===== config.mk =====
export PLATFORM = sky130hd
export DESIGN_NAME = tilt_gated_double_press_classifier_unit
export DESIGN_NICKNAME = d
export VERILOG_FILES = /design/src/hdl/tgdp_pkg.sv /design/src/hdl/tgdp_core.sv /design/src/hdl/tgdp_fifo.sv /design/src/hdl/tilt_gated_double_press_classifier_unit.sv
export SDC_FILE = /design/constraint.sdc
export NUM_CORES = 1
export LEC_CHECK = 0
export ABC_AREA = 0
export BUFFER_PORTS_ARGS = -buffer_cell sky130_fd_sc_hd__buf_2
export CAP_MARGIN = 40
export CORE_MARGIN = 2
export CORE_UTILIZATION = 45
export CTS_BUF_LIST = sky130_fd_sc_hd__clkbuf_8
export CTS_CLUSTER_SIZE = 10
export DETAILED_ROUTE_END_ITERATION = 12
export PLACE_DENSITY = 0.73
export SYNTH_ARGS = -nofsm -noshare
export SYNTH_HDL_FRONTEND = slang
export SYNTH_SLANG_ARGS = --single-unit

===== constraint.sdc =====
create_clock -name aclk -period 14.95 [get_ports aclk]
set_input_delay 1.495 -clock aclk [delete_from_list [all_inputs] [get_ports aclk]]
set_output_delay 1.495 -clock aclk [all_outputs]
set_load 0.1 [all_outputs]

===== src/hdl/tgdp_pkg.sv =====
// ---------------------------------------------------------------------------
// tgdp_pkg
// Shared widths, codes and item types of the tilt-gated double-press classifier.
// ---------------------------------------------------------------------------
`timescale 1ns / 1ps
`default_nettype none

package tgdp_pkg;

    localparam int TIME_W  = 32;
    localparam int ID_W    = 8;
    localparam int ACCEL_W = 16;
    localparam int WIN_W   = 16;
    localparam int HOLD_W  = 8;

    // Configuration port
    localparam int CFG_IDX_W  = 3;
    localparam int CFG_DATA_W = 16;

    localparam logic [CFG_IDX_W-1:0] REG_ENABLE    = CFG_IDX_W'(0);
    localparam logic [CFG_IDX_W-1:0] REG_WINDOW    = CFG_IDX_W'(1);
    localparam logic [CFG_IDX_W-1:0] REG_HOLDOFF   = CFG_IDX_W'(2);
    localparam logic [CFG_IDX_W-1:0] REG_TILT_LOW  = CFG_IDX_W'(3);
    localparam logic [CFG_IDX_W-1:0] REG_TILT_HIGH = CFG_IDX_W'(4);

    // Reset values of the registers
    localparam logic [WIN_W-1:0]          RST_WINDOW    = WIN_W'(300);
    localparam logic [HOLD_W-1:0]         RST_HOLDOFF   = HOLD_W'(10);
    localparam logic signed [ACCEL_W-1:0] RST_TILT_LOW  = ACCEL_W'(1280);
    localparam logic signed [ACCEL_W-1:0] RST_TILT_HIGH = ACCEL_W'(3840);

    // Button codes
    localparam logic [1:0] BTN_LEFT  = 2'd0;
    localparam logic [1:0] BTN_RIGHT = 2'd1;
    localparam logic [1:0] BTN_BOTH  = 2'd2;

    typedef struct packed {
        logic                      release_both;
        logic                      release_right;
        logic                      release_left;
        logic signed [ACCEL_W-1:0] accel_z;
        logic [ID_W-1:0]           beacon_id;
        logic                      beacon_present;
        logic [TIME_W-1:0]         time_ms;
    } in_item_t;

    typedef struct packed {
        logic [ID_W-1:0] target_id;
        logic            target_valid;
        logic            is_double;
        logic [1:0]      button_code;
    } out_data_t;

    typedef struct packed {
        logic      last;
        out_data_t data;
    } res_t;

    typedef struct packed {
        logic                      enable;
        logic [WIN_W-1:0]          window_ms;
        logic [HOLD_W-1:0]         holdoff_passes;
        logic signed [ACCEL_W-1:0] tilt_low;
        logic signed [ACCEL_W-1:0] tilt_high;
    } cfg_t;

    localparam int IN_BITS   = $bits(in_item_t);
    localparam int OUT_BITS  = $bits(out_data_t);
    localparam int S_TDATA_W = ((IN_BITS + 7) / 8) * 8;
    localparam int M_TDATA_W = ((OUT_BITS + 7) / 8) * 8;

    // Result queue
    localparam int QDEPTH = 4;
    localparam int QPTR_W = 2;
    localparam int QCNT_W = 3;

endpackage

`default_nettype wire


===== src/hdl/tgdp_core.sv =====
// ---------------------------------------------------------------------------
// tgdp_core
// Classification state and per-pass decision logic; up to two results a pass.
// ---------------------------------------------------------------------------
`timescale 1ns / 1ps
`default_nettype none

module tgdp_core (
    input  wire logic              aclk,
    input  wire logic              aresetn,
    input  wire logic              fire,
    input  wire tgdp_pkg::in_item_t item,
    input  wire tgdp_pkg::cfg_t    cfg,
    output tgdp_pkg::res_t         res0,
    output tgdp_pkg::res_t         res1,
    output logic [1:0]             res_cnt
);

    logic                          pending_reg, pending_next;
    logic                          pbtn_reg, pbtn_next;
    logic [tgdp_pkg::TIME_W-1:0]   ptime_reg, ptime_next;
    logic [tgdp_pkg::HOLD_W-1:0]   hold_reg, hold_next;

    logic                          qual;
    logic [tgdp_pkg::TIME_W-1:0]   gap, gap_end;
    logic [tgdp_pkg::TIME_W-1:0]   window;
    logic                          in_window;
    logic                          new_btn;
    logic                          a_v, b_v, t_v;
    tgdp_pkg::out_data_t           a_d, b_d, t_d;
    logic [tgdp_pkg::ID_W-1:0]     tid;

    assign window = tgdp_pkg::TIME_W'(cfg.window_ms);
    assign qual   = item.beacon_present
                  && ($signed(item.accel_z) > $signed(cfg.tilt_low))
                  && ($signed(item.accel_z) < $signed(cfg.tilt_high));
    assign gap    = item.time_ms - ptime_reg;
    assign in_window = pending_reg && (gap <= window);
    assign new_btn = item.release_left ? 1'b0 : 1'b1;
    assign tid    = item.beacon_present ? item.beacon_id : '0;

    always_comb begin
        pending_next = pending_reg;
        pbtn_next    = pbtn_reg;
        ptime_next   = ptime_reg;
        hold_next    = hold_reg;
        a_v = 1'b0;
        b_v = 1'b0;
        a_d = '{target_id: tid, target_valid: item.beacon_present, is_double: 1'b0,
                button_code: {1'b0, pbtn_reg}};
        b_d = '{target_id: tid, target_valid: item.beacon_present, is_double: 1'b0,
                button_code: tgdp_pkg::BTN_BOTH};
        if (cfg.enable && qual) begin
            if (hold_reg != '0) begin
                hold_next = hold_reg - 1'b1;
            end else if (item.release_both) begin
                // flush the pending press first, then report the both-release
                a_v          = pending_reg;
                b_v          = 1'b1;
                pending_next = 1'b0;
                hold_next    = cfg.holdoff_passes;
            end else if (item.release_left || item.release_right) begin
                if (in_window && (pbtn_reg == new_btn)) begin
                    b_v               = 1'b1;
                    b_d.is_double     = 1'b1;
                    b_d.button_code   = {1'b0, new_btn};
                    pending_next      = 1'b0;
                end else begin
                    a_v          = pending_reg;
                    pending_next = 1'b1;
                    pbtn_next    = new_btn;
                    ptime_next   = item.time_ms;
                end
            end
        end
    end

    // Timeout on the state left by this pass
    assign gap_end = item.time_ms - ptime_next;
    assign t_v = cfg.enable && pending_next && (gap_end > window);
    assign t_d = '{target_id: tid, target_valid: item.beacon_present, is_double: 1'b0,
                   button_code: {1'b0, pbtn_next}};

    // Only {a}, {a,b}, {b} or {t} can occur
    always_comb begin
        res_cnt   = 2'(a_v) + 2'(b_v) + 2'(t_v);
        res0.data = a_v ? a_d : (b_v ? b_d : t_d);
        res0.last = (res_cnt == 2'd1);
        res1.data = b_d;
        res1.last = 1'b1;
    end

    always_ff @(posedge aclk) begin
        if (!aresetn) begin
            pending_reg <= 1'b0;
            pbtn_reg    <= 1'b0;
            ptime_reg   <= '0;
            hold_reg    <= '0;
        end else if (fire) begin
            pending_reg <= pending_next && !t_v;
            pbtn_reg    <= pbtn_next;
            ptime_reg   <= ptime_next;
            hold_reg    <= hold_next;
        end
    end

endmodule

`default_nettype wire


===== src/hdl/tgdp_fifo.sv =====
// ---------------------------------------------------------------------------
// tgdp_fifo
// Four-entry result queue taking up to two items a cycle, giving one.
// ---------------------------------------------------------------------------
`timescale 1ns / 1ps
`default_nettype none

module tgdp_fifo (
    input  wire logic            aclk,
    input  wire logic            aresetn,
    input  wire logic [1:0]      push_cnt,
    input  wire tgdp_pkg::res_t  push0,
    input  wire tgdp_pkg::res_t  push1,
    output logic                 room,
    output logic                 pop_valid,
    input  wire logic            pop_ready,
    output tgdp_pkg::res_t       pop_data
);

    tgdp_pkg::res_t                 mem [tgdp_pkg::QDEPTH];
    logic [tgdp_pkg::QPTR_W-1:0]    wr_reg, wr_next, wr_plus1;
    logic [tgdp_pkg::QPTR_W-1:0]    rd_reg, rd_next;
    logic [tgdp_pkg::QCNT_W-1:0]    cnt_reg, cnt_next;
    logic                           pop;

    assign pop       = pop_valid && pop_ready;
    assign pop_valid = (cnt_reg != '0);
    assign pop_data  = mem[rd_reg];
    // two free slots needed for the worst-case pass
    assign room      = (cnt_reg <= tgdp_pkg::QCNT_W'(tgdp_pkg::QDEPTH - 2));
    assign wr_plus1  = wr_reg + 1'b1;
    assign wr_next   = wr_reg + tgdp_pkg::QPTR_W'(push_cnt);
    assign rd_next   = rd_reg + tgdp_pkg::QPTR_W'(pop);
    assign cnt_next  = cnt_reg + tgdp_pkg::QCNT_W'(push_cnt) - tgdp_pkg::QCNT_W'(pop);

    always_ff @(posedge aclk) begin
        if (push_cnt != 2'd0) begin
            mem[wr_reg] <= push0;
        end
        if (push_cnt == 2'd2) begin
            mem[wr_plus1] <= push1;
        end
    end

    always_ff @(posedge aclk) begin
        if (!aresetn) begin
            wr_reg  <= '0;
            rd_reg  <= '0;
            cnt_reg <= '0;
        end else begin
            wr_reg  <= wr_next;
            rd_reg  <= rd_next;
            cnt_reg <= cnt_next;
        end
    end

endmodule

`default_nettype wire


===== src/hdl/tilt_gated_double_press_classifier_unit.sv =====
// ---------------------------------------------------------------------------
// tilt_gated_double_press_classifier_unit
// Classifies button releases of gated polling passes into single, double
// and both-button messages.
// ---------------------------------------------------------------------------
// Usage:
//   s_ channel: one polling pass per item (time, beacon, tilt, release flags).
//   m_ channel: zero, one or two messages per pass; m_tlast marks the final
//   message of a pass. A pass that yields nothing shows no item at all.
//   cfg port: write enable, register index, data; write only while idle.
// Path: an accepted pass waits in the input register until the result queue
//   has two free slots, is classified then, and its messages are written to
//   the queue, from which they are offered on the m_ channel.
// Throughput: one pass per cycle. The output side moves one message per
//   cycle, so a pass with two messages takes longer to leave than to enter; the
//   four-entry result queue absorbs that and the input stalls only when
//   fewer than two queue slots are free.
// Reset (aresetn low, synchronous): queue and input register emptied,
//   classifier state cleared, registers back to their defaults.
// Stall: with m_tready low the queue fills, the input register holds its
//   pass, and s_tready drops; nothing is lost or reordered.
// ---------------------------------------------------------------------------
`timescale 1ns / 1ps
`default_nettype none

module tilt_gated_double_press_classifier_unit (
    input  wire logic                              aclk,
    input  wire logic                              aresetn,
    // slave side: time_ms, beacon_present, beacon_id, accel_z,
    //             release_left, release_right, release_both, zero pad
    input  wire logic                              s_tvalid,
    output logic                                   s_tready,
    input  wire logic [tgdp_pkg::S_TDATA_W-1:0]    s_tdata,
    // master side: button_code, is_double, target_valid, target_id, zero pad
    output logic                                   m_tvalid,
    input  wire logic                              m_tready,
    output logic [tgdp_pkg::M_TDATA_W-1:0]         m_tdata,
    output logic                                   m_tlast,
    // configuration write port
    input  wire logic                              cfg_wr_en,
    input  wire logic [tgdp_pkg::CFG_IDX_W-1:0]    cfg_index,
    input  wire logic [tgdp_pkg::CFG_DATA_W-1:0]   cfg_wdata
);

    tgdp_pkg::cfg_t      cfg_reg;
    tgdp_pkg::in_item_t  in_reg;
    logic                in_valid_reg;
    logic                fire;
    logic                room;
    tgdp_pkg::res_t      res0, res1, q_out;
    logic [1:0]          res_cnt, push_cnt;

    // Register writes
    always_ff @(posedge aclk) begin
        if (!aresetn) begin
            cfg_reg.enable         <= 1'b1;
            cfg_reg.window_ms      <= tgdp_pkg::RST_WINDOW;
            cfg_reg.holdoff_passes <= tgdp_pkg::RST_HOLDOFF;
            cfg_reg.tilt_low       <= tgdp_pkg::RST_TILT_LOW;
            cfg_reg.tilt_high      <= tgdp_pkg::RST_TILT_HIGH;
        end else if (cfg_wr_en) begin
            unique case (cfg_index)
                tgdp_pkg::REG_ENABLE:    cfg_reg.enable <= cfg_wdata[0];
                tgdp_pkg::REG_WINDOW:    cfg_reg.window_ms <= cfg_wdata[tgdp_pkg::WIN_W-1:0];
                tgdp_pkg::REG_HOLDOFF:   cfg_reg.holdoff_passes <=
                                             cfg_wdata[tgdp_pkg::HOLD_W-1:0];
                tgdp_pkg::REG_TILT_LOW:  cfg_reg.tilt_low <= cfg_wdata[tgdp_pkg::ACCEL_W-1:0];
                tgdp_pkg::REG_TILT_HIGH: cfg_reg.tilt_high <= cfg_wdata[tgdp_pkg::ACCEL_W-1:0];
                default: ;  // drop writes beyond the register list
            endcase
        end
    end

    // Input register: process when the queue has two free slots
    assign fire     = in_valid_reg && room;
    assign s_tready = !in_valid_reg || fire;

    always_ff @(posedge aclk) begin
        if (!aresetn) begin
            in_valid_reg <= 1'b0;
        end else if (s_tready) begin
            in_valid_reg <= s_tvalid;
        end
    end

    always_ff @(posedge aclk) begin
        if (s_tvalid && s_tready) begin
            in_reg <= s_tdata[tgdp_pkg::IN_BITS-1:0];
        end
    end

    tgdp_core u_core (
        .aclk    (aclk),
        .aresetn (aresetn),
        .fire    (fire),
        .item    (in_reg),
        .cfg     (cfg_reg),
        .res0    (res0),
        .res1    (res1),
        .res_cnt (res_cnt)
    );

    // push nothing unless the pass is actually consumed this cycle
    assign push_cnt = fire ? res_cnt : 2'd0;

    tgdp_fifo u_fifo (
        .aclk      (aclk),
        .aresetn   (aresetn),
        .push_cnt  (push_cnt),
        .push0     (res0),
        .push1     (res1),
        .room      (room),
        .pop_valid (m_tvalid),
        .pop_ready (m_tready),
        .pop_data  (q_out)
    );

    assign m_tdata = tgdp_pkg::M_TDATA_W'(q_out.data);
    assign m_tlast = q_out.last;

endmodule

`default_nettype wire


==> out/metrics.yaml, run 1 <==
timing:
  skew_ns: 0.03104
  rsz0062_at_grt: "false"
  min_period_ns: 12.47
  fin_tns_setup_ns: 0
  hold_violations: 0
  period_share_pct: 83.42
  fin_ws_ns: 2.479
  slew_violations: 0
  tightest_slew_ns: 0.9745
  slew_headroom_pct: 33.35
  max_freq_mhz: 80.18
  setup_violations: 0
critical_path:
  worstSetupStartpoint: "in_reg[0]$_DFFE_PP_"
  arrival_ns: 12.91
  crit_top_cell: "a21oi_1"
  crit_path_max_incr_delay_ns: 0.81
  cp.required_ns: 15.38
  reg2reg_depth: 47
  critPathSlowestCell: "a2111oi_0"
  r2r_slack_ns: 2.48
  critical_path.endpoint_type: "flop"
  critPathKind: "flop to flop"
  start_kind: "flop"
  path_max_fanout: 21
  r2r_end: "u_fifo.mem[0][10]$_DFFE_PP_"
  r2r_start: "in_reg[0]$_DFFE_PP_"
floorplan:
  io_pins: 107
  coreArea_um2: 31640
  design.die.area_um2: 33700
  die_h_um: 183.6
  initial_core_util_pct: 45.87
  die_w_um: 183.6
  rows: 65
global_routing:
  grt_busiest_layer: "met2"
  grt_max_degree: 63
  grt_util_met1_pct: 28.46
  grt_use_total_pct: 21.65
  grt_overflow: 0
  grt_first_pass_wirelength_um: 58780
  grt_antenna_before_repair: 0
  grt_pass1_vias: 11560
  use_met2_pct: 36.12
  grtUsageMet3_pct: 3.724
clock_network:
  cts-root-buf: "clkbuf_8"
  clock_latency_ns: 0.58
  cts_hold_buf: 0
  clk_path_buf_depth: 3
  cts_resized: 0
  clock-sinks: 219
  numCtsBuffers: 41
  cts_htree_levels: 2
  cts.clk_slew.worst_paths_ns: 0.06
  cts_setup_buffers: 0
  cts_tree: "built"
yosys:
  yosysWarnings: 0
  synth_flop_cell: "dfxtp_1"
  synth-edff-count: 108
  synth_area_um2: 14510
  syn_area_per_cell_um2: 9.143
  postSynth.asyncResetShare_pct: 0
  synthTopCellsByArea: "edfxtp_1 22%, dfxtp_1 15%, ha_1 11%, a21oi_1 4.9%, nand2_1 4.8%"
  yosysTopAreaCell: "edfxtp_1"
  syn-instance-count: 1587
  ys_ff_latch: 219
  ys_seq_area_share_pct: 37.66
  ys_types: 91
  yosysTopAreaCellShare_pct: 22.35
place:
  globalplace.congestion: 0.9101
  dp_cells: 2028
  io_buffers: 98
  post-place-ws_ns: 2.567
  hpwlAfterDp_um: 27460
min_path:
  min_path_type: "flop to flop"
  hold_end: "cfg_reg[7]$_SDFFE_PN0P_"
  worstHoldPathCells: 2
  hold_start: "cfg_reg[7]$_SDFFE_PN0P_"
finish:
  register_area_um2: 5465
  fin_nets: 1894
  final_util_pct: 50.94
  finalNonFillerCells: 2104
  syn_to_final_growth_pct: 11.07
  drive_gt1_share_pct: 12.04
  largest_reg_flops: 60
  diodes: 0
  multi_input_area_um2: 8313
  fill_cells: 2905
drt:
  wirelength_um: 36460
  vias_per_cell: 5.691
  drc: 0
  wl_per_cell_um: 17.33
  vias: 11970
  drt_first_iter_violations: 848
  ant_nets: 0
  dr.pass1.iters: 5
power_and_ir_drop:
  ir_drop_mv: 0.07136
  pwr-share-seq_pct: 38.3
  p_leak_nw: 6.401
  p_sw_share_pct: 35.34
  total_power_w: 0.001788
  p_int_w: 0.001156
  p_per_area_nw_per_um2: 110.9
  clkPwrFrac_pct: 32.9
  p_sw_w: 0.0006317
  combPwrFrac_pct: 28.8
job:
  drv_cap: 0
outcome:
  status: "finished, final reports clean"
[worst max path at each step]
stage	to	slack, ns	cells past startpoint
finish	u_fifo.mem[0][10]$_DFFE_PP_	2.48	47
CTS	u_fifo.mem[0][10]$_DFFE_PP_	2.55	47
floorplan	u_fifo.mem[2][0]$_DFFE_PP_	4.77	49
global placement	u_fifo.mem[0][5]$_DFFE_PP_	2.82	47
global route	u_fifo.mem[0][9]$_DFFE_PP_	1.52	47
detailed placement	u_fifo.mem[0][10]$_DFFE_PP_	2.57	47
[synthesized netlist by cell type, types with 8 or more instances]
library cell,number
a211oi_1,21
a21o_1,26
a21oi_1,141
and2_1,40
and3_1,32
and4_1,8
buf_2,8
buf_4,13
clkbuf_1,45
dfxtp_1,111
edfxtp_1,108
ha_1,133
inv_1,108
mux2i_1,67
mux4_2,13
nand2_1,185
nand2b_1,13
nand3_1,27
nand4_1,21
nor2_1,105
nor2b_1,15
nor3_1,28
o211ai_1,25
o21a_1,20
o21ai_0,61
o21ai_1,11
or3_1,14
xnor2_1,27
xor2_1,19
[stage by stage]
stage               hold slack (ns)  cell area, um^2
floorplan                    0.4357            14520
global placement             0.4424            15230
detailed placement           0.4476            15280
CTS                          0.4550            16120
global route                 0.4684            16120
finish                       0.4533            16120
[final cells by class]
cell class	instances	share of cell area, %
Tap cell	402	3.121
Multi-Input combinational cell	1190	51.58
Clock inverter	29	1.203
Sequential cell	219	33.91
Inverter	110	2.562
Clock buffer	47	4.014
Timing Repair Buffer	107	3.610
[worst max-delay path: cells and delay by family, from the launching register on]
| kind | cells | cell delay (ns) |
|---|---|---|
| simple gates | 18 | 4.12 |
| fa+ha+maj | 6 | 2.07 |
| buf+inv | 2 | 0.49 |
| xor+xnor | 2 | 0.40 |
| flops | 1 | 0.35 |
| compound gates | 19 | 4.89 |
[cell families after synthesis]
logic type / share of synthesized area (%)
AND/OR/NAND/NOR: 18.04
AO/OA/AOI/OAI: 17.54
flip-flops: 37.66
buffers and inverters: 5.139
adder cells (fa/ha/maj): 12.02
multiplexers: 6.795
XOR/XNOR: 2.777
other: 0.02584
[power groups by stage]
stage	clock, W	sequential, W	combinational (W)
2_1_floorplan	0	0.000686	0.000376
3_3_place_gp	0	0.000704	0.000489
3_5_place_dp	0	0.000697	0.000510
4_1_cts	0.000609	0.000684	0.000513
5_1_grt	0.000636	0.000688	0.000559
6_report	0.000588	0.000684	0.000515
[placed cells by master, fill, tap and decap left out, drive strengths merged, types with 7 or more instances in the layout]
cell,n
a211oi,23
a21o,26
a21oi,145
a31oi,7
and2,41
and3,32
and4,9
buf,107
clkbuf,47
clkinv,9
dfxtp,111
edfxtp,108
ha,133
inv,128
mux2i,67
mux4,13
nand2,185
nand2b,13
nand3,27
nand4,22
nor2,105
nor2b,15
nor3,28
nor4,8
o211ai,26
o21a,20
o21ai,72
o21bai,7
or3,14
xnor2,27
xor2,19
[metal layers]
layer / share of wire [%] / vias up / wire, um
met5: 0 / - / 0
met3: 5.4 / 72 / 1957
met4: 2.8 / 0 / 1035
li1: - / 5927 / -
met2: 46 / 311 / 16740
met1: 46 / 5663 / 16730
No activity file was read; power rests on OpenSTA's default activity.
==> run 2: changes to the inputs <==
==> constraint.sdc (replaced) <==
create_clock -name aclk -period 12.9 [get_ports aclk]
set_input_delay 1.29 -clock aclk [delete_from_list [all_inputs] [get_ports aclk]]
set_output_delay 1.29 -clock aclk [all_outputs]
set_load 0.1 [all_outputs]
==> run 2 against run 1 <==
Die area is the same. Core utilization up 0.27 points. Design area grew 0.53%. Worst hold slack about the same. Worst setup slack worse by 1.5 ns. Flip-flop and latch count stayed put. Critical path type unchanged. Largest cell class unchanged. Largest power group unchanged. Highest routed layer unchanged.
==> out/metrics.yaml, run 2 (synthesized netlist as in run 1, its figures left out) <==
clock_network:
  clock-sinks: 219  # unchanged
  clock_latency_ns: 0.58  # about the same
  cts-root-buf: "clkbuf_8"  # unchanged
  cts_tree: "built"  # unchanged
  clk_path_buf_depth: 3  # unchanged
  cts.clk_slew.worst_paths_ns: 0.06  # about the same
  cts_htree_levels: 2  # unchanged
  numCtsBuffers: 41  # unchanged
  cts_hold_buf: 0  # unchanged
floorplan:
  design.die.area_um2: 33700  # unchanged
  coreArea_um2: 31640  # unchanged
  die_w_um: 183.6  # unchanged
  rows: 65  # unchanged
  io_pins: 107  # unchanged
  initial_core_util_pct: 45.87  # unchanged
  die_h_um: 183.6  # unchanged
timing:
  skew_ns: 0.03742  # was 0.03104 ns
  rsz0062_at_grt: "false"  # unchanged
  min_period_ns: 11.92  # was 12.47 ns
  hold_violations: 0  # unchanged
  fin_tns_setup_ns: 0  # unchanged
  max_freq_mhz: 83.89  # was 80.18 MHz
  slew_headroom_pct: 44.30  # was 33.35%
  tightest_slew_ns: 0.8284  # was 0.9745 ns
  slew_violations: 0  # unchanged
  period_share_pct: 92.41  # was 83.42%
  setup_violations: 0  # unchanged
finish:
  finalNonFillerCells: 2111  # was 2104
  syn_to_final_growth_pct: 11.66  # was 11.07%
  drive_gt1_share_pct: 12.58  # was 12.04%
  layout_common_cells: "185 x nand2_1, 141 x a21oi_1, 133 x ha_1, 120 x inv_1, 111 x dfxtp_1"  # was 185 x nand2_1, 141 x a21oi_1, 133 x ha_1, 126 x inv_1, 111 x dfxtp_1
  final_common_cell: "nand2_1"  # unchanged
  diodes: 0  # unchanged
  largest_reg_flops: 60  # unchanged
  fin_nets: 1901  # was 1894
critical_path:
  critical_path.endpoint_type: "flop"  # unchanged
  crit_family: "compound AO/OA/AOI/OAI gates"  # unchanged
  start_kind: "flop"  # unchanged
  critPathSlowestCell: "fa_1"  # was a2111oi_0
  r2r_start: "in_reg[0]$_DFFE_PP_"  # unchanged
  critPathKind: "flop to flop"  # unchanged
  crit_path_max_incr_delay_ns: 0.63  # was 0.81 ns
  worstSetupStartpoint: "in_reg[0]$_DFFE_PP_"  # unchanged
  path_max_fanout: 18  # was 21
  arrival_ns: 12.22  # was 12.91 ns
  cp.required_ns: 13.20  # was 15.38 ns
  crit_top_cell: "a21oi_1"  # unchanged
  cp.buffers_inverters: 5  # was 2
power_and_ir_drop:
  ir_drop_mv: 0.07724  # was 0.07136 mV
  p_leak_nw: 6.424  # was 6.401 nW
  total_power_w: 0.002077  # was 0.001788 W
  p_per_area_nw_per_um2: 128.2  # was 110.9 nW/um^2
place:
  globalplace.congestion: 0.8969  # was 0.9101
  hpwlAfterDp_um: 27540  # was 27460 um
  io_buffers: 98  # unchanged
  dp_cells: 2035  # was 2028
drt:
  vias_per_cell: 5.675  # was 5.691
  wirelength_um: 36370  # was 36460 um
  drt_first_iter_violations: 755  # was 848
  vias: 11980  # was 11970
  wl_per_cell_um: 17.23  # was 17.33 um
  dr.pass1.iters: 5  # unchanged
  ant_nets: 0  # unchanged
  drc: 0  # unchanged
global_routing:
  grt_pass1_vias: 11700  # was 11560
  grt_use_total_pct: 21.83  # was 21.65%
  grt_antenna_before_repair: 0  # unchanged
  grt_first_pass_wirelength_um: 59330  # was 58780 um
  grt_max_degree: 68  # was 63
  grt_overflow: 0  # unchanged
min_path:
  hold_start: "cfg_reg[50]$_SDFFE_PN0P_"  # was cfg_reg[7]$_SDFFE_PN0P_
  min_path_type: "flop to flop"  # unchanged
outcome:
  status: "finished, final reports clean"  # unchanged
job:
  drv_cap: 0  # unchanged
run 2: cell types whose count changed in the layout (fill, tap and decap cells not counted), moves of 3 or more:
cell      previous run  this run
clkinv_2             6         3
clkinv_1             2         5
buf_4                6        12
clkbuf_8            47        52
inv_1              126       120
run 2: routing by layer:
layer	GRT usage, %	vias up	share of wire [%]
li1	-	5942	-
met1	29.03	5670	46
met2	35.92	299	46
met3	3.447	68	4.9
met4	8.000	0	3.2
met5	0	-	0
run 2: path summary, 6_finish.rpt:
check                                             endpoint  slack (ns)  cells past startpoint
worst max-delay path            u_fifo.mem[0][4]$_DFFE_PP_        0.98                     50
worst min-delay path              cfg_reg[50]$_SDFFE_PN0P_        0.45                      2
worst max register to register  u_fifo.mem[0][4]$_DFFE_PP_        0.98                     50
worst min register to register    cfg_reg[50]$_SDFFE_PN0P_        0.45                      2
run 2: what timing repair did:
| action | CTS | global route |
|---|---|---|
| buffers inserted | 0 | 0 |
| gates resized for setup | 0 | 3 |
| endpoints found under the setup margin | 0 | 24 |
run 2: final cells by class:
cell class	count	area, um^2
Fill cell	2923	15430
Multi-Input combinational cell	1190	8314
Sequential cell	219	5465
Clock buffer	52	715.7
Timing Repair Buffer	114	654.4
Tap cell	402	503.0
Inverter	110	416.7
Clock inverter	24	132.6
run 2: worst reg2reg max path, delay by kind of cell, from the launching register on:
| kind | cells | cell delay (ns) |
|---|---|---|
| AOI/OAI and AO/OA | 19 | 4.75 |
| xor gates and xnor gates | 2 | 0.38 |
| adders and majority gates | 6 | 2.00 |
| buffers and inverters | 5 | 0.92 |
| DFF | 1 | 0.34 |
| muxes | 1 | 0.31 |
| and+or+nand+nor | 17 | 2.94 |
run 2: power by group:
part | switching (W) | internal [W]
Clock | 0.000302 | 0.000384
Combinational | 0.000397 | 0.000202
Sequential | 0.0000304 | 0.000762
Total | 0.000730 | 0.00135
run 2: metrics by stage:
stage	setup WS [ns]	utilization, %	area (um^2)	hold WS [ns]
2_1_floorplan	2.718	-	14520	0.4357
3_3_place_gp	1.317	48.28	15270	0.4415
3_5_place_dp	1.090	48.51	15350	0.4465
4_1_cts	1.012	51.20	16200	0.4543
5_1_grt	0.1427	51.21	16200	0.4737
6_report	0.9798	51.21	16200	0.4535
==> run 3: changes to the inputs <==
--- a/config.mk
+++ b/config.mk
@@ -9,11 +9,11 @@
 export BUFFER_PORTS_ARGS = -buffer_cell sky130_fd_sc_hd__buf_2
 export CAP_MARGIN = 40
 export CORE_MARGIN = 2
-export CORE_UTILIZATION = 45
+export CORE_UTILIZATION = 39
 export CTS_BUF_LIST = sky130_fd_sc_hd__clkbuf_8
 export CTS_CLUSTER_SIZE = 10
 export DETAILED_ROUTE_END_ITERATION = 12
-export PLACE_DENSITY = 0.73
+export PLACE_DENSITY = 0.67
 export SYNTH_ARGS = -nofsm -noshare
 export SYNTH_HDL_FRONTEND = slang
 export SYNTH_SLANG_ARGS = --single-unit
==> run 3 against run 2 <==
Via count about the same. Clock power down 5.4%. Sequential share of layout area down 0.086 points. Design area up 0.25%. Clock skew down 0.010 ns. Cell count up 3.1%. Flip-flop and latch count unchanged. Global-route usage down 2.7 points. Core utilization down 6.8 points. Worst setup slack better by 0.26 ns. Register-to-register slack better by 0.26 ns. Combinational power about the same.
==> out/metrics.yaml, run 3 (synthesized netlist as in run 1, its figures left out) <==
floorplan:
  io_pins: 107  # unchanged
  die_w_um: 196.9  # was 183.6 um
  rows: 70  # was 65
  initial_core_util_pct: 39.63  # was 45.87%
  die_h_um: 196.9  # was 183.6 um
  design.die.area_um2: 38760  # was 33700 um^2
  coreArea_um2: 36610  # was 31640 um^2
clock_network:
  clock-sinks: 219  # unchanged
  cts_htree_levels: 2  # unchanged
  cts_setup_buffers: 0  # unchanged
  cts-root-buf: "clkbuf_8"  # unchanged
  clock_latency_ns: 0.61  # was 0.58 ns
  cts.clk_slew.worst_paths_ns: 0.06  # about the same
  cts_resized: 0  # unchanged
  cts_tree: "built"  # unchanged
  cts_hold_buf: 0  # unchanged
  clk_path_buf_depth: 3  # unchanged
  numCtsBuffers: 40  # was 41
timing:
  setup_violations: 0  # unchanged
  period_share_pct: 90.37  # was 92.41%
  tightest_slew_ns: 0.9572  # was 0.8284 ns
  skew_ns: 0.02718  # was 0.03742 ns
  slew_headroom_pct: 34.53  # was 44.30%
  rsz0062_at_grt: "false"  # unchanged
  max_freq_mhz: 85.78  # was 83.89 MHz
  slew_violations: 0  # unchanged
  fin_tns_setup_ns: 0  # unchanged
  hold_violations: 0  # unchanged
  min_period_ns: 11.66  # was 11.92 ns
power_and_ir_drop:
  pwr-share-seq_pct: 38.9  # was 38.2%
  ir_drop_mv: 0.06861  # was 0.07724 mV
  p_int_w: 0.001304  # was 0.001348 W
  p_leak_nw: 6.402  # was 6.424 nW
  combPwrFrac_pct: 29.4  # was 28.8%
  p_per_area_nw_per_um2: 125.8  # was 128.2 nW/um^2
  p_sw_share_pct: 36.17  # was 35.12%
  total_power_w: 0.002043  # was 0.002077 W
  clkPwrFrac_pct: 31.7  # was 33.0%
  p_sw_w: 0.0007391  # was 0.0007295 W
finish:
  largest_reg_flops: 60  # unchanged
  layout_common_cells: "185 x nand2_1, 141 x a21oi_1, 133 x ha_1, 120 x inv_1, 111 x dfxtp_1"  # unchanged
  final_util_pct: 44.37  # was 51.21%
  syn_to_final_growth_pct: 11.94  # was 11.66%
  drive_gt1_share_pct: 12.35  # was 12.58%
  final_area_um2: 16240  # was 16200 um^2
  final_common_cell: "nand2_1"  # unchanged
  fin_nets: 1901  # unchanged
drt:
  drc: 0  # unchanged
  wirelength_um: 37060  # was 36370 um
  dr.pass1.iters: 5  # unchanged
  drt_first_iter_violations: 793  # was 755
  vias: 11970  # was 11980
  vias_per_cell: 5.498  # was 5.675
  ant_nets: 0  # unchanged
  wl_per_cell_um: 17.02  # was 17.23 um
global_routing:
  grt_max_degree: 65  # was 68
  grtUsageMet3_pct: 3.149  # was 3.447%
  grt_use_total_pct: 19.10  # was 21.83%
  grt_overflow: 0  # unchanged
  grt_antenna_before_repair: 2  # was 0
  use_met2_pct: 30.47  # was 35.92%
  grt_first_pass_wirelength_um: 59000  # was 59330 um
  grt_busiest_layer: "met2"  # unchanged
  grt_util_met1_pct: 25.99  # was 29.03%
  grt_pass1_vias: 11340  # was 11700
critical_path:
  path_max_fanout: 20  # was 18
  cp.buffers_inverters: 3  # was 5
  arrival_ns: 12.01  # was 12.22 ns
  critical_path.endpoint_type: "flop"  # unchanged
  start_kind: "flop"  # unchanged
  critPathSlowestCell: "fa_1"  # unchanged
  crit_path_max_incr_delay_ns: 0.56  # was 0.63 ns
  crit_top_cell: "a21oi_1"  # unchanged
  critPathKind: "flop to flop"  # unchanged
  cp.required_ns: 13.26  # was 13.20 ns
  crit_family: "compound AO/OA/AOI/OAI gates"  # unchanged
place:
  io_buffers: 98  # unchanged
  globalplace.congestion: 0.8996  # was 0.8969
  hpwlAfterDp_um: 28260  # was 27540 um
  placed_area_um2: 15460  # was 15350 um^2
outcome:
  status: "finished, final reports clean"  # unchanged
min_path:
  min_path_type: "flop to flop"  # unchanged
job:
  drv_cap: 0  # unchanged
-- run 3: layout make-up --
| type | instances | area (um^2) |
|---|---|---|
| Clock inverter | 30 | 178.9 |
| Clock buffer | 44 | 605.6 |
| Sequential cell | 219 | 5465 |
| Fill cell | 3547 | 20370 |
| Multi-Input combinational cell | 1190 | 8314 |
| Tap cell | 468 | 585.6 |
| Timing Repair Buffer | 115 | 678.2 |
| Inverter | 110 | 412.9 |
| Antenna cell | 1 | 2.502 |
-- run 3: path summary, 6_finish.rpt --
kind / endpoint / start / slack (ns) / cells past startpoint
worst max-delay path: u_fifo.mem[3][6]$_DFFE_PP_ / in_reg[1]$_DFFE_PP_ / 1.24 / 48
worst min-delay path: cfg_reg[44]$_SDFFE_PN0P_ / cfg_reg[44]$_SDFFE_PN0P_ / 0.45 / 2
worst max register to register: u_fifo.mem[3][6]$_DFFE_PP_ / in_reg[1]$_DFFE_PP_ / 1.24 / 48
worst min register to register: cfg_reg[44]$_SDFFE_PN0P_ / cfg_reg[44]$_SDFFE_PN0P_ / 0.45 / 2
-- run 3: per-stage QoR --
stage / cells / hold slack [ns] / setup slack (ns)
6_report: 2177 / 0.4529 / 1.243
3_5_place_dp: 2102 / 0.4470 / 1.376
2_1_floorplan: 1590 / 0.4357 / 2.718
5_1_grt: 2176 / 0.4721 / 0.1914
4_1_cts: 2176 / 0.4559 / 1.311
3_3_place_gp: 2098 / 0.4431 / 1.516
-- run 3: routing by layer --
metal	vias up	wire, um
met5	-	11
met4	2	1010
met3	58	1867
met2	322	16770
met1	5627	17400
li1	5961	-
-- run 3: worst reg2reg max path: cells and delay by family, from the launching register on --
family / cells / cell delay (ns)
buf+inv: 3 / 0.69
fa+ha+maj: 5 / 1.83
xor+xnor: 2 / 0.35
compound gates: 19 / 4.47
simple gates: 19 / 3.58
flops: 1 / 0.48
-- run 3: power groups by stage --
stage          Combinational (W)  Clock (W)  Sequential [W]
6_report                0.000601   0.000649        0.000794
2_1_floorplan           0.000436          0        0.000795
3_5_place_dp            0.000597          0        0.000808
3_3_place_gp            0.000572          0        0.000817
4_1_cts                 0.000600   0.000673        0.000794
5_1_grt                 0.000654   0.000701        0.000799
